### src/rtl/core/bbc_pkg.sv
// bbc_pkg: shared types and constants of the bracket balance checker
// no dependencies; used by the interfaces, front, back and top level
package bbc_pkg;

  localparam int unsigned StackDepthDefault = 128;
  localparam int unsigned CharW    = 8;
  localparam int unsigned VerdictW = 3;

  // bracket characters
  localparam logic [CharW-1:0] CharOpenRound   = 8'h28;
  localparam logic [CharW-1:0] CharOpenSquare  = 8'h5B;
  localparam logic [CharW-1:0] CharOpenCurly   = 8'h7B;
  localparam logic [CharW-1:0] CharCloseRound  = 8'h29;
  localparam logic [CharW-1:0] CharCloseSquare = 8'h5D;
  localparam logic [CharW-1:0] CharCloseCurly  = 8'h7D;

  typedef enum logic [VerdictW-1:0] {
    VerdictOk        = 3'd0,
    VerdictMismatch  = 3'd1,
    VerdictRightMore = 3'd2,
    VerdictLeftMore  = 3'd3,
    VerdictCorrect   = 3'd4,
    VerdictOverflow  = 3'd5
  } verdict_e;

  typedef enum logic [1:0] {
    KindRound  = 2'd0,
    KindSquare = 2'd1,
    KindCurly  = 2'd2
  } kind_e;

  typedef enum logic [1:0] {
    OpNone  = 2'd0,
    OpOpen  = 2'd1,
    OpClose = 2'd2
  } op_e;

  // classified character as it travels from front to back
  typedef struct packed {
    op_e   op;
    kind_e kind;
    logic  last;
  } op_item_t;

endpackage

### src/rtl/core/bbc_in_if.sv
// bbc_in_if: valid/ready channel carrying one text character per transaction
// depends on bbc_pkg for field widths
interface bbc_in_if;
  import bbc_pkg::*;

  logic             valid;
  logic             ready;
  logic [CharW-1:0] character;
  logic             last_char;

  modport source (output valid, output character, output last_char, input ready);
  modport sink   (input valid, input character, input last_char, output ready);
endinterface

### src/rtl/core/bbc_out_if.sv
// bbc_out_if: valid/ready channel carrying one verdict per transaction
// depends on bbc_pkg for field widths
interface bbc_out_if;
  import bbc_pkg::*;

  logic                valid;
  logic                ready;
  logic [VerdictW-1:0] verdict;
  logic                final_verdict;

  modport source (output valid, output verdict, output final_verdict, input ready);
  modport sink   (input valid, input verdict, input final_verdict, output ready);
endinterface

### src/rtl/core/bbc_front.sv
// bbc_front: accepts characters, decodes them into open/close/ignore ops
// and buffers them in a two-entry queue; depends on bbc_pkg, bbc_in_if
module bbc_front (
  input  logic               clk_i,
  input  logic               rst_ni,
  bbc_in_if.sink             in_i,
  output bbc_pkg::op_item_t  item_o,
  output logic               item_valid_o,
  input  logic               item_ready_i
);
  import bbc_pkg::*;

  localparam int unsigned QueueDepth = 2;

  op_item_t   entry_q [QueueDepth];
  logic       wptr_q, rptr_q;
  logic [1:0] count_q;
  op_item_t   decoded;
  logic       push, pop;

  // character decoder
  always_comb begin
    decoded.op   = OpNone;
    decoded.kind = KindRound;
    decoded.last = in_i.last_char;
    unique case (in_i.character)
      CharOpenRound:   begin decoded.op = OpOpen;  decoded.kind = KindRound;  end
      CharOpenSquare:  begin decoded.op = OpOpen;  decoded.kind = KindSquare; end
      CharOpenCurly:   begin decoded.op = OpOpen;  decoded.kind = KindCurly;  end
      CharCloseRound:  begin decoded.op = OpClose; decoded.kind = KindRound;  end
      CharCloseSquare: begin decoded.op = OpClose; decoded.kind = KindSquare; end
      CharCloseCurly:  begin decoded.op = OpClose; decoded.kind = KindCurly;  end
      default: ;
    endcase
  end

  assign in_i.ready   = (count_q != 2'(QueueDepth));
  assign push         = in_i.valid && in_i.ready;
  assign item_valid_o = (count_q != 2'd0);
  assign pop          = item_valid_o && item_ready_i;
  assign item_o       = entry_q[rptr_q];

  always_ff @(posedge clk_i) begin
    if (push) begin
      entry_q[wptr_q] <= decoded;
    end
  end

  always_ff @(posedge clk_i or negedge rst_ni) begin
    if (!rst_ni) begin
      wptr_q  <= 1'b0;
      rptr_q  <= 1'b0;
      count_q <= 2'd0;
    end else begin
      if (push) wptr_q <= ~wptr_q;
      if (pop)  rptr_q <= ~rptr_q;
      count_q <= count_q + 2'(push) - 2'(pop);
    end
  end

  a_count_range: assert property (@(posedge clk_i) disable iff (!rst_ni)
    count_q <= 2'(QueueDepth))
    else $error("queue count beyond depth");

  a_count_grows: assert property (@(posedge clk_i) disable iff (!rst_ni)
    (push && !pop) |=> (count_q == $past(count_q) + 2'd1))
    else $error("queue count did not follow a lone push");

endmodule

### src/rtl/core/bbc_back.sv
// bbc_back: bracket stack with cached top and prefetched next entry,
// error latch and output register; depends on bbc_pkg, bbc_out_if
module bbc_back #(
  parameter int unsigned StackDepth = bbc_pkg::StackDepthDefault
) (
  input  logic               clk_i,
  input  logic               rst_ni,
  input  bbc_pkg::op_item_t  item_i,
  input  logic               item_valid_i,
  output logic               item_ready_o,
  bbc_out_if.source          out_o
);
  import bbc_pkg::*;

  localparam int unsigned DW = $clog2(StackDepth + 1);
  localparam int unsigned AW = $clog2(StackDepth);

  // entries below the top; the top itself lives in top_q
  kind_e          mem [StackDepth];
  kind_e          top_q, top_d;
  kind_e          rd_q;
  logic [DW-1:0]  depth_q, depth_d;
  verdict_e       err_q, err_d;
  logic           out_valid_q;
  verdict_e       out_verdict_q, verdict_d;
  logic           out_final_q;
  logic           exec, we;
  logic [AW-1:0]  waddr, raddr;

  assign item_ready_o = !out_valid_q || out_o.ready;
  assign exec         = item_valid_i && item_ready_o;

  always_comb begin
    err_d     = err_q;
    depth_d   = depth_q;
    top_d     = top_q;
    we        = 1'b0;
    verdict_d = err_q;
    if (exec) begin
      if (err_q == VerdictOk) begin
        case (item_i.op)
          OpOpen: begin
            if (depth_q == DW'(StackDepth)) begin
              err_d = VerdictOverflow;
            end else begin
              we      = (depth_q != '0);
              top_d   = item_i.kind;
              depth_d = depth_q + DW'(1);
            end
          end
          OpClose: begin
            if (depth_q == '0) begin
              err_d = VerdictRightMore;
            end else if (top_q == item_i.kind) begin
              top_d   = rd_q;
              depth_d = depth_q - DW'(1);
            end else begin
              err_d = VerdictMismatch;
            end
          end
          default: ;
        endcase
      end
      if (item_i.last) begin
        if (err_d != VerdictOk)     verdict_d = err_d;
        else if (depth_d != '0)     verdict_d = VerdictLeftMore;
        else                        verdict_d = VerdictCorrect;
        err_d   = VerdictOk;
        depth_d = '0;
      end else begin
        verdict_d = err_d;
      end
    end
  end

  // old top moves into memory on push; prefetch the entry under the new top
  assign waddr = AW'(depth_q - DW'(1));
  assign raddr = AW'(depth_d - DW'(2));

  always_ff @(posedge clk_i) begin
    if (we) begin
      mem[waddr] <= top_q;
    end
    if (we && (waddr == raddr)) begin
      rd_q <= top_q;
    end else begin
      rd_q <= mem[raddr];
    end
    top_q <= top_d;
    if (exec) begin
      out_verdict_q <= verdict_d;
      out_final_q   <= item_i.last;
    end
  end

  always_ff @(posedge clk_i or negedge rst_ni) begin
    if (!rst_ni) begin
      depth_q     <= '0;
      err_q       <= VerdictOk;
      out_valid_q <= 1'b0;
    end else begin
      depth_q <= depth_d;
      err_q   <= err_d;
      if (exec)             out_valid_q <= 1'b1;
      else if (out_o.ready) out_valid_q <= 1'b0;
    end
  end

  assign out_o.valid         = out_valid_q;
  assign out_o.verdict       = out_verdict_q;
  assign out_o.final_verdict = out_final_q;

  a_depth_range: assert property (@(posedge clk_i) disable iff (!rst_ni)
    depth_q <= DW'(StackDepth))
    else $error("stack depth beyond capacity");

  a_clear_on_last: assert property (@(posedge clk_i) disable iff (!rst_ni)
    (exec && item_i.last) |=> (depth_q == '0 && err_q == VerdictOk))
    else $error("state not cleared after last character");

  a_error_sticky: assert property (@(posedge clk_i) disable iff (!rst_ni)
    (err_q != VerdictOk && !(exec && item_i.last)) |=> (err_q == $past(err_q)))
    else $error("latched error changed inside an expression");

  a_pending_code: assert property (@(posedge clk_i) disable iff (!rst_ni)
    (out_valid_q && !out_final_q) |->
      (out_verdict_q != VerdictLeftMore && out_verdict_q != VerdictCorrect))
    else $error("final-only verdict on a pending result");

endmodule

### src/rtl/core/bracket_balance_checker_top.sv
// bracket_balance_checker_top: top level of the bracket balance checker
// depends on bbc_pkg, bbc_in_if, bbc_out_if, bbc_front, bbc_back
//
// usage
// - in_i carries one text byte (character) per transaction, with last_char
//   set on the final byte of an expression
// - out_o returns exactly one transaction per input byte, in order: verdict
//   is the first latched error (or ok) with final_verdict low, and on the
//   last byte the verdict for the whole expression with final_verdict high
// - round, square and curly brackets are tracked on a stack of StackDepth
//   entries; an open bracket on a full stack reports overflow
// pipeline and throughput
// - a result is held in the queue and then in the output register, where
//   it stays valid until the receiver takes it
// - one byte per cycle while the receiver holds ready high; the stack top
//   is cached in a register and the entry below it is prefetched from the
//   stack memory, so no push or pop stalls the back end
// stalls
// - a two-entry queue sits between the decoder and the stack engine; when
//   the receiver holds ready low the output register holds its result, the
//   queue fills and in_i.ready drops once both entries are taken
// reset
// - rst_ni clears the stack depth, the error latch, the queue and the output
//   valid; the stack memory is not cleared and needs no clearing pass
module bracket_balance_checker_top #(
  parameter int unsigned StackDepth = bbc_pkg::StackDepthDefault
) (
  input  logic      clk_i,
  input  logic      rst_ni,
  bbc_in_if.sink    in_i,
  bbc_out_if.source out_o
);
  import bbc_pkg::*;

  // decoded byte handed from the front end to the stack engine
  op_item_t item;
  logic     item_valid;
  logic     item_ready;

  // front end: byte decoder and queue
  bbc_front u_front (
    .clk_i        (clk_i),
    .rst_ni       (rst_ni),
    .in_i         (in_i),
    .item_o       (item),
    .item_valid_o (item_valid),
    .item_ready_i (item_ready)
  );

  // back end: stack, error latch and output register
  bbc_back #(
    .StackDepth (StackDepth)
  ) u_back (
    .clk_i        (clk_i),
    .rst_ni       (rst_ni),
    .item_i       (item),
    .item_valid_i (item_valid),
    .item_ready_o (item_ready),
    .out_o        (out_o)
  );

endmodule
### src/flat_wrapper.sv
// flat-port wrapper written by rule: the top's interface ports become plain ports
module bracket_balance_checker_top_flat import bbc_pkg::*;
#(
  parameter int unsigned StackDepth = bbc_pkg::StackDepthDefault
)
  (clk_i, rst_ni, in_i_valid, in_i_character, in_i_last_char, in_i_ready, out_o_valid, out_o_verdict, out_o_final_verdict, out_o_ready);
  bbc_in_if in_i_i ();
  bbc_out_if out_o_i ();
  input  logic clk_i;
  input  logic rst_ni;
  input wire logic [$bits(in_i_i.valid)-1:0] in_i_valid;
  input wire logic [$bits(in_i_i.character)-1:0] in_i_character;
  input wire logic [$bits(in_i_i.last_char)-1:0] in_i_last_char;
  output wire logic [$bits(in_i_i.ready)-1:0] in_i_ready;
  output wire logic [$bits(out_o_i.valid)-1:0] out_o_valid;
  output wire logic [$bits(out_o_i.verdict)-1:0] out_o_verdict;
  output wire logic [$bits(out_o_i.final_verdict)-1:0] out_o_final_verdict;
  input wire logic [$bits(out_o_i.ready)-1:0] out_o_ready;
  assign in_i_i.valid = in_i_valid;
  assign in_i_i.character = in_i_character;
  assign in_i_i.last_char = in_i_last_char;
  assign in_i_ready = in_i_i.ready;
  assign out_o_valid = out_o_i.valid;
  assign out_o_verdict = out_o_i.verdict;
  assign out_o_final_verdict = out_o_i.final_verdict;
  assign out_o_i.ready = out_o_ready;
  bracket_balance_checker_top #(.StackDepth(StackDepth)) u_core (.clk_i(clk_i), .rst_ni(rst_ni), .in_i(in_i_i), .out_o(out_o_i));
endmodule
### config.mk
export PLATFORM = sky130hd
export DESIGN_NAME = bracket_balance_checker_top_flat
export DESIGN_NICKNAME = d
export VERILOG_FILES = /design/src/rtl/core/bbc_pkg.sv /design/src/rtl/core/bbc_in_if.sv /design/src/rtl/core/bbc_out_if.sv /design/src/rtl/core/bbc_front.sv /design/src/rtl/core/bbc_back.sv /design/src/rtl/core/bracket_balance_checker_top.sv /design/src/flat_wrapper.sv
export SDC_FILE = /design/constraint.sdc
export NUM_CORES = 1
export LEC_CHECK = 0
export ABC_AREA = 1
export BUFFER_PORTS_ARGS = -buffer_cell sky130_fd_sc_hd__buf_4
export CAP_MARGIN = 40
export CORE_MARGIN = 2
export CORE_UTILIZATION = 63
export DETAILED_ROUTE_END_ITERATION = 8
export PLACE_DENSITY = 0.87
export SETUP_SLACK_MARGIN = 0.05
export SLEW_MARGIN = 25
export SYNTH_ARGS = -nofsm -noshare
export SYNTH_HDL_FRONTEND = slang
export SYNTH_SLANG_ARGS = --single-unit
### constraint.sdc
create_clock -name clk_i -period 4.3 [get_ports clk_i]
set_clock_uncertainty 0.15 [all_clocks]
set_input_delay 0.86 -clock clk_i [delete_from_list [all_inputs] [get_ports clk_i]]
set_output_delay 0.86 -clock clk_i [all_outputs]
set_load 0.005 [all_outputs]
== Yosys cells after proc, flatten, opt, wreduce, memory -nomap -nowiden ==
Memories as Yosys holds them, arrays and structs flattened. A register that Yosys moved wholly into a read port is not among the register bits.
Cells that the tools add are included.

* Add/sub/neg operators: 5
* Reduce and logical (&&, ||, !) cells: 13
* Muxes and demuxes: 33
* Equal/unequal tests: 14
* Bitwise gates (word level): 2

{| class="wikitable"
|+ Operator list
! operator !! count
|-
| $mux 8 || 7
|-
| $eq 8x7->1 const B || 4
|-
| $mux 3 || 9
|-
| $pmux 4 s6 || 1
|-
| $eq 8x6->1 const B || 2
|-
| $pmux 8 s2 || 1
|-
| $reduce_bool 8->1 || 2
|-
| $mux 1 || 10
|-
| $add 8x1->8 const B || 1
|-
| $eq 8x8->1 const B || 1
|-
| $logic_not 8->1 || 1
|-
| $ne 2x2->1 const B || 4
|-
| $sub 8x1->8 const B || 1
|-
| $sub 7x2->7 const B || 1
|-
| $mux 2 || 3
|-
| $pmux 3 s2 || 1
|-
| $reduce_and 6->1 || 1
|-
| $reduce_bool 2->1 || 3
|-
| $pmux 2 s2 || 1
|-
| $logic_not 3->1 || 1
|-
| $reduce_bool 3->1 || 1
|-
| $add 2x1->2 || 1
|-
| $eq 2x1->1 const B || 1
|-
| $eq 2x2->1 || 1
|-
| 6 further kinds || 8
|}

* Flip-flop bits (word level): 22
* Memories kept: 2
* Input bits: 13
* Word-level logic and storage cells: 78
* RAM bits: 266

{| class="wikitable"
|+ Memories
! name !! depth !! width !! read ports !! clocked after Yosys merged registers in !! wr ports !! RTL line !! source
|-
| u_core.u_back.mem || 128 || 2 || 1 || 1 || 1 || bbc_back.sv:19 || <nowiki>kind_e mem [StackDepth];</nowiki>
|-
| u_core.u_front.entry_q || 2 || 5 || 1 || 0 || 1 || bbc_front.sv:15 || <nowiki>op_item_t entry_q [QueueDepth];</nowiki>
|}

== Depth between registers and ports, before layout ==
An unclocked memory read counts as a cell.

* Word-level depth: 11
* Mapped depth: 18
* Mapped depth without buffers: 17

== Cells and area by module ==
From an unflattened synthesis, not the netlist that was laid out.

* Cells, all modules: 1354
* Area total of the unflattened synthesis: 13675.6 um^2

{| class="wikitable"
|+ Modules (own cells, without submodules)
! module !! cells each !! times used !! area an instance (um^2) !! seq. area each (um^2)
|-
| bbc_back || 1267 || 1 || 12967.4 || 8308.0
|-
| bbc_front || 87 || 1 || 708.2 || 400.4
|}

== Worst setup path after synthesis ==
Ideal clock, no wire load.

* Path type: flip-flop to flip-flop
* Start: reg u_core.u_back.top_q[1]
* End: reg with a tool-made name
* Path slack: 0.924 ns
* Data required time: 4.033 ns
* Clock period less this slack: 3.376 ns
* Library setup time: 0.117 ns
* Stages on the path, launching flop included: 12
* Data arrival time: 3.108 ns
* Cells stage by stage: edfxtp_1 -> nand3_1 -> nand2_2 -> nand2_4 -> nand2_1 -> nand3_1 -> nand2_1 -> nand2_2 -> a21oi_4 -> ha_1 -> nand2_1 -> xor2_1

{| class="wikitable"
|+ RTL lines
! element !! RTL line !! source
|-
| start: declaration || bbc_back.sv:20 || <nowiki>kind_e top_q, top_d;</nowiki>
|-
| start signal: assignment || bbc_back.sv:89 || <nowiki>top_q <= top_d;</nowiki>
|}

== Final worst setup path ==
* Start: reg u_core.u_front.rptr_q
* End: mem u_core.u_back.mem[111][0] in the netlist's numbering, enable pin

* Word-level cells in the longest chain between the ends: 7

{| class="wikitable"
|+ Ends and longest elaborated chain
! element !! RTL line !! source
|-
| start: declaration || bbc_front.sv:16 || <nowiki>logic wptr_q, rptr_q;</nowiki>
|-
| start signal: assignment || bbc_front.sv:56 || <nowiki>if (pop) rptr_q <= ~rptr_q;</nowiki>
|-
| $mem_v2 2x5 || n/a ||
|-
| $eq 2x1->1 || bbc_back.sv:41 || <nowiki>case (item_i.op)</nowiki>
|-
| $mux 1 || bbc_back.sv:41 ||
|-
| $mux 1 || bbc_back.sv:40 || <nowiki>if (err_q == VerdictOk) begin</nowiki>
|-
| $mux 1 || bbc_back.sv:39 || <nowiki>if (exec) begin</nowiki>
|-
| $mux 1 || bbc_back.sv:81 || <nowiki>if (we) begin</nowiki>
|-
| $mux 1 (not written as such) || bbc_back.sv:82 || <nowiki>mem[waddr] <= top_q;</nowiki>
|-
| end: declaration || bbc_back.sv:19 ||
|}

No other way between the ends.

==> summary.md <==
| Metric | Value |
|---|---|
| Post-synthesis mux area share | 0% |
| Peak Freq | 319.2 MHz |
| CP Max Fanout | 16 |
| CTS tree | built |
| Final RePlAce weighted congestion | 0.9042 |
| Commonest non-fill, non-tap cell in the layout | edfxtp_1 |
| Setup TNS Final | 0 ns |
| Area Overhead vs Synth | 9.004% |
| Drt via density | 6.126 |
| Antenna viol nets, final | 0 |
| Slew HR | 43.61% |
| RSZ-0062 raised after global routing | false |
| Area of placed instances | 13,660 um^2 |
| Clock buffer depth | 3 |
| Main combinational cell family by area after synthesis | simple AND/OR/NAND/NOR gates |
| Post-Synth Simple-Gate Area | 22.87% |
| Resize count post-CTS | 0 |
| Commonest cells after routing, fill and taps aside | 272 x edfxtp_1, 267 x nand2_1, 229 x nor2_1 |
| Largest delay contributor family on the critical path | simple AND/OR/NAND/NOR gates |
| Post-DP HPWL | 17.65 mm |
| CTS sink cnt | 295 |
| Synth Flop Type | edfxtp_1 |
| Core area | 20,960 um^2 |
| Drt total wl | 30.74 mm |
| Die X | 150.0 um |
| Antenna violations before repair | 0 |
| Site Rows | 53 |
| Post-synth cell types | 42 |
| Port Buffer Count | 18 |
| Worst-Margin Slew | 0.8458 ns |
| WS Path Type | flip-flop to flip-flop |
| Worst hold-check path type | input pin to asynchronous set/reset pin |
| Multi-input logic area | 4059 um^2 |
| Die area | 22,510 um^2 |
| H-tree levels | 1 |
| Req. time, crit path | 4.38 ns |
| Critical Path Slowest Stage Cell | dfrtp_1 |
| Reg clk slew, reported paths | 0.06 ns |
| Critical Path End Type | flip-flop |
| Largest net degree at the start of global routing | 129 |
| Top Ports | 19 |
| CP bufs+invs | 1 |
| Status | finished, final reports clean |
| Post-Synthesis Cells | 1,308 |
| Final hold vios | 0 |
| Place WS | 1.207 ns |
| Post-synthesis adder-cell area fraction | 0.6518% |
| Ys Warns | 0 |
| Tcrit/Tclk final | 72.86% |
| Final-layout fill cell count | 1,430 |
| Final core occ | 69.89% |
| Vias in the first global route | 9,352 |
| Hold-fix buffers, CTS | 0 |
| Overall routing resource usage | 27.47% |
| Number of diodes | 0 |
| Ys async rst share | 5.424% |
| Synth Area in Compound Gates | 6.099% |
| Initial Utilization | 64.12% |
| Syn Nets | 1,328 |
| Synth Register Bits | 295 |
| Wire length per cell | 19.19 um |
| Die Ht | 150.0 um |
| Syn Std Cell Area | 13,440 um^2 |
| Worst Path Arrival | 3.21 ns |
| Sequential share of the synthesized area | 64.81% |
| Final setup vio count | 0 |
| Root buf cell | clkbuf_16 |
| Finished Layout Cells | 1,602 |
| Tmin final | 3.133 ns |
| Number of synthesized flops with an enable pin | 272 |
| Remaining Overflow, GRT | 0 |
| Sequential cell area | 8713 um^2 |
| Max Cap Viol | 0 |
| Crit-path cells | inv_4, or2_2, o21ai_0, ha_1, o21ai_2, nor2_1, nand2_2, nor2_4, nand2_2, nor2_1 |
| DR DRC count | 0 |
| Final worst setup slack | 1.167 ns |
| DRT Pass-1 Iters | 5 |
| Cell area after layout | 14,650 um^2 |
| Xor/xnor share of the synthesized area | 0.5866% |
| Global-route wire length before repair | 47.51 mm |
| Post-CTS Setup Bufs | 0 |
| Crit path launch type | flip-flop |
| Leakage | 5.339 nW |
| Worst vdd ir | 0.5220 mV |
| Slew Limit Fails | 0 |
| Synth Area per Inst | 10.27 um^2 |
| Cts bufs inserted | 30 |
| Nets | 1,325 |
| Layout cell share with drive strength beyond 1 | 9.570% |
| PwrDens | 661.2 nW/um^2 |
| Post-Place Cells | 1,546 |
| Vias post-DR | 9,814 |
| Clk_lat worst skew | 0.55 ns |
| Iteration-0 DRC Markers | 1,309 |
| Slowest stage delay, CP | 0.52 ns |
==> routing by layer <==
metal	vias up	share of wire [%]	GRT usage, %
met4	0	4.1	12.31
met5	-	0	0
met2	623	49	46.12
met3	104	10	3.506
met1	4607	37	36.17
li1	4480	-	-
==> path summary, 6_finish.rpt <==
kind | cells past startpoint | endpoint | slack, ns | startpoint
max | 10 | u_core.u_back.mem[111][0]$_DFFE_PP_ | 1.17 | u_core.u_front.rptr_q$_DFFE_PN0P_
min in group clk_i | 1 | u_core.u_front.entry_q[0][0]$_DFFE_PP_ | 0.35 | in_i_last_char
min reg2reg | 1 | u_core.u_front.count_q[0]$_DFF_PN0_ | 0.37 | u_core.u_front.count_q[0]$_DFF_PN0_
min | 1 | u_core.u_back.out_o.valid$_DFFE_PN0P_ | 0.01 | rst_ni
max reg2reg | 10 | u_core.u_back.mem[111][0]$_DFFE_PP_ | 1.17 | u_core.u_front.rptr_q$_DFFE_PN0P_
max in group asynchronous | 1 | u_core.u_back.depth_q[1]$_DFF_PN0_ | 3.79 | rst_ni
==> power by group <==
group	switching, mW	internal (mW)
Sequential	0.157	3.69
Clock	1.05	1.42
Combinational	2.44	0.929
==> metrics by stage <==
step,power (mW),hold slack (ns)
after floorplan,6.239,0.3257
after global placement,7.002,0.3478
after detailed placement,7.100,0.3631
after CTS,9.565,0.01020
after global routing,10.11,0.02367
final,9.685,0.01383
==> layout make-up <==
type                    count  share of cell area [%]
multi-input cells         875                   27.71
well taps                 275                   2.349
clock buffers              40                   5.732
clock inverters            14                  0.6492
repair buffers             31                   2.187
inverters                  72                   1.879
flip-flops and latches    295                   59.49
==> state kept, by name (all words and copies together) (netlist names), 2 cells and up, named ones only <==
signal and flops:
u_core.u_back.mem 256, u_core.u_front.count_q 2, u_core.u_back.depth_q 8, u_core.u_back.err_q 3
u_core.u_front.entry_q 10, u_core.u_back.top_q 2, u_core.u_back.out_o.verdict 3
==> cells by family (layout without fill, tap and decap cells) <==
| kind of cell | count (synthesis) | count (layout) |
|---|---|---|
| adders and majority gates | 7 | 7 |
| buffers and inverters | 138 | 157 |
| and+or+nand+nor | 713 | 713 |
| AOI/OAI and AO/OA | 146 | 146 |
| xor gates and xnor gates | 9 | 9 |
| DFF | 295 | 295 |
==> Yosys cell counts, types with 2 or more instances <==
library cell,count,share of area (%)
a21oi_1,18,0.67
a21oi_4,2,0.24
buf_1,5,0.14
buf_2,20,0.74
buf_4,4,0.22
buf_6,9,0.75
clkbuf_1,26,0.73
dfrtp_1,16,3.0
dfxtp_1,7,1.0
edfxtp_1,272,61
ha_1,7,0.65
inv_1,63,1.8
inv_2,6,0.17
inv_4,2,0.093
nand2_1,267,7.5
nand2_2,18,0.84
nand3_1,169,6.3
nand3_2,3,0.22
nand4_1,4,0.19
nor2_1,229,6.4
nor2_2,7,0.33
nor2_4,6,0.50
nor3_1,2,0.074
o21ai_0,85,3.2
o21ai_2,2,0.13
o22ai_1,34,1.6
o41ai_1,2,0.13
or2_2,2,0.093
xnor2_1,3,0.20
xor2_1,6,0.39
No activity file was read; power rests on OpenSTA's default activity.
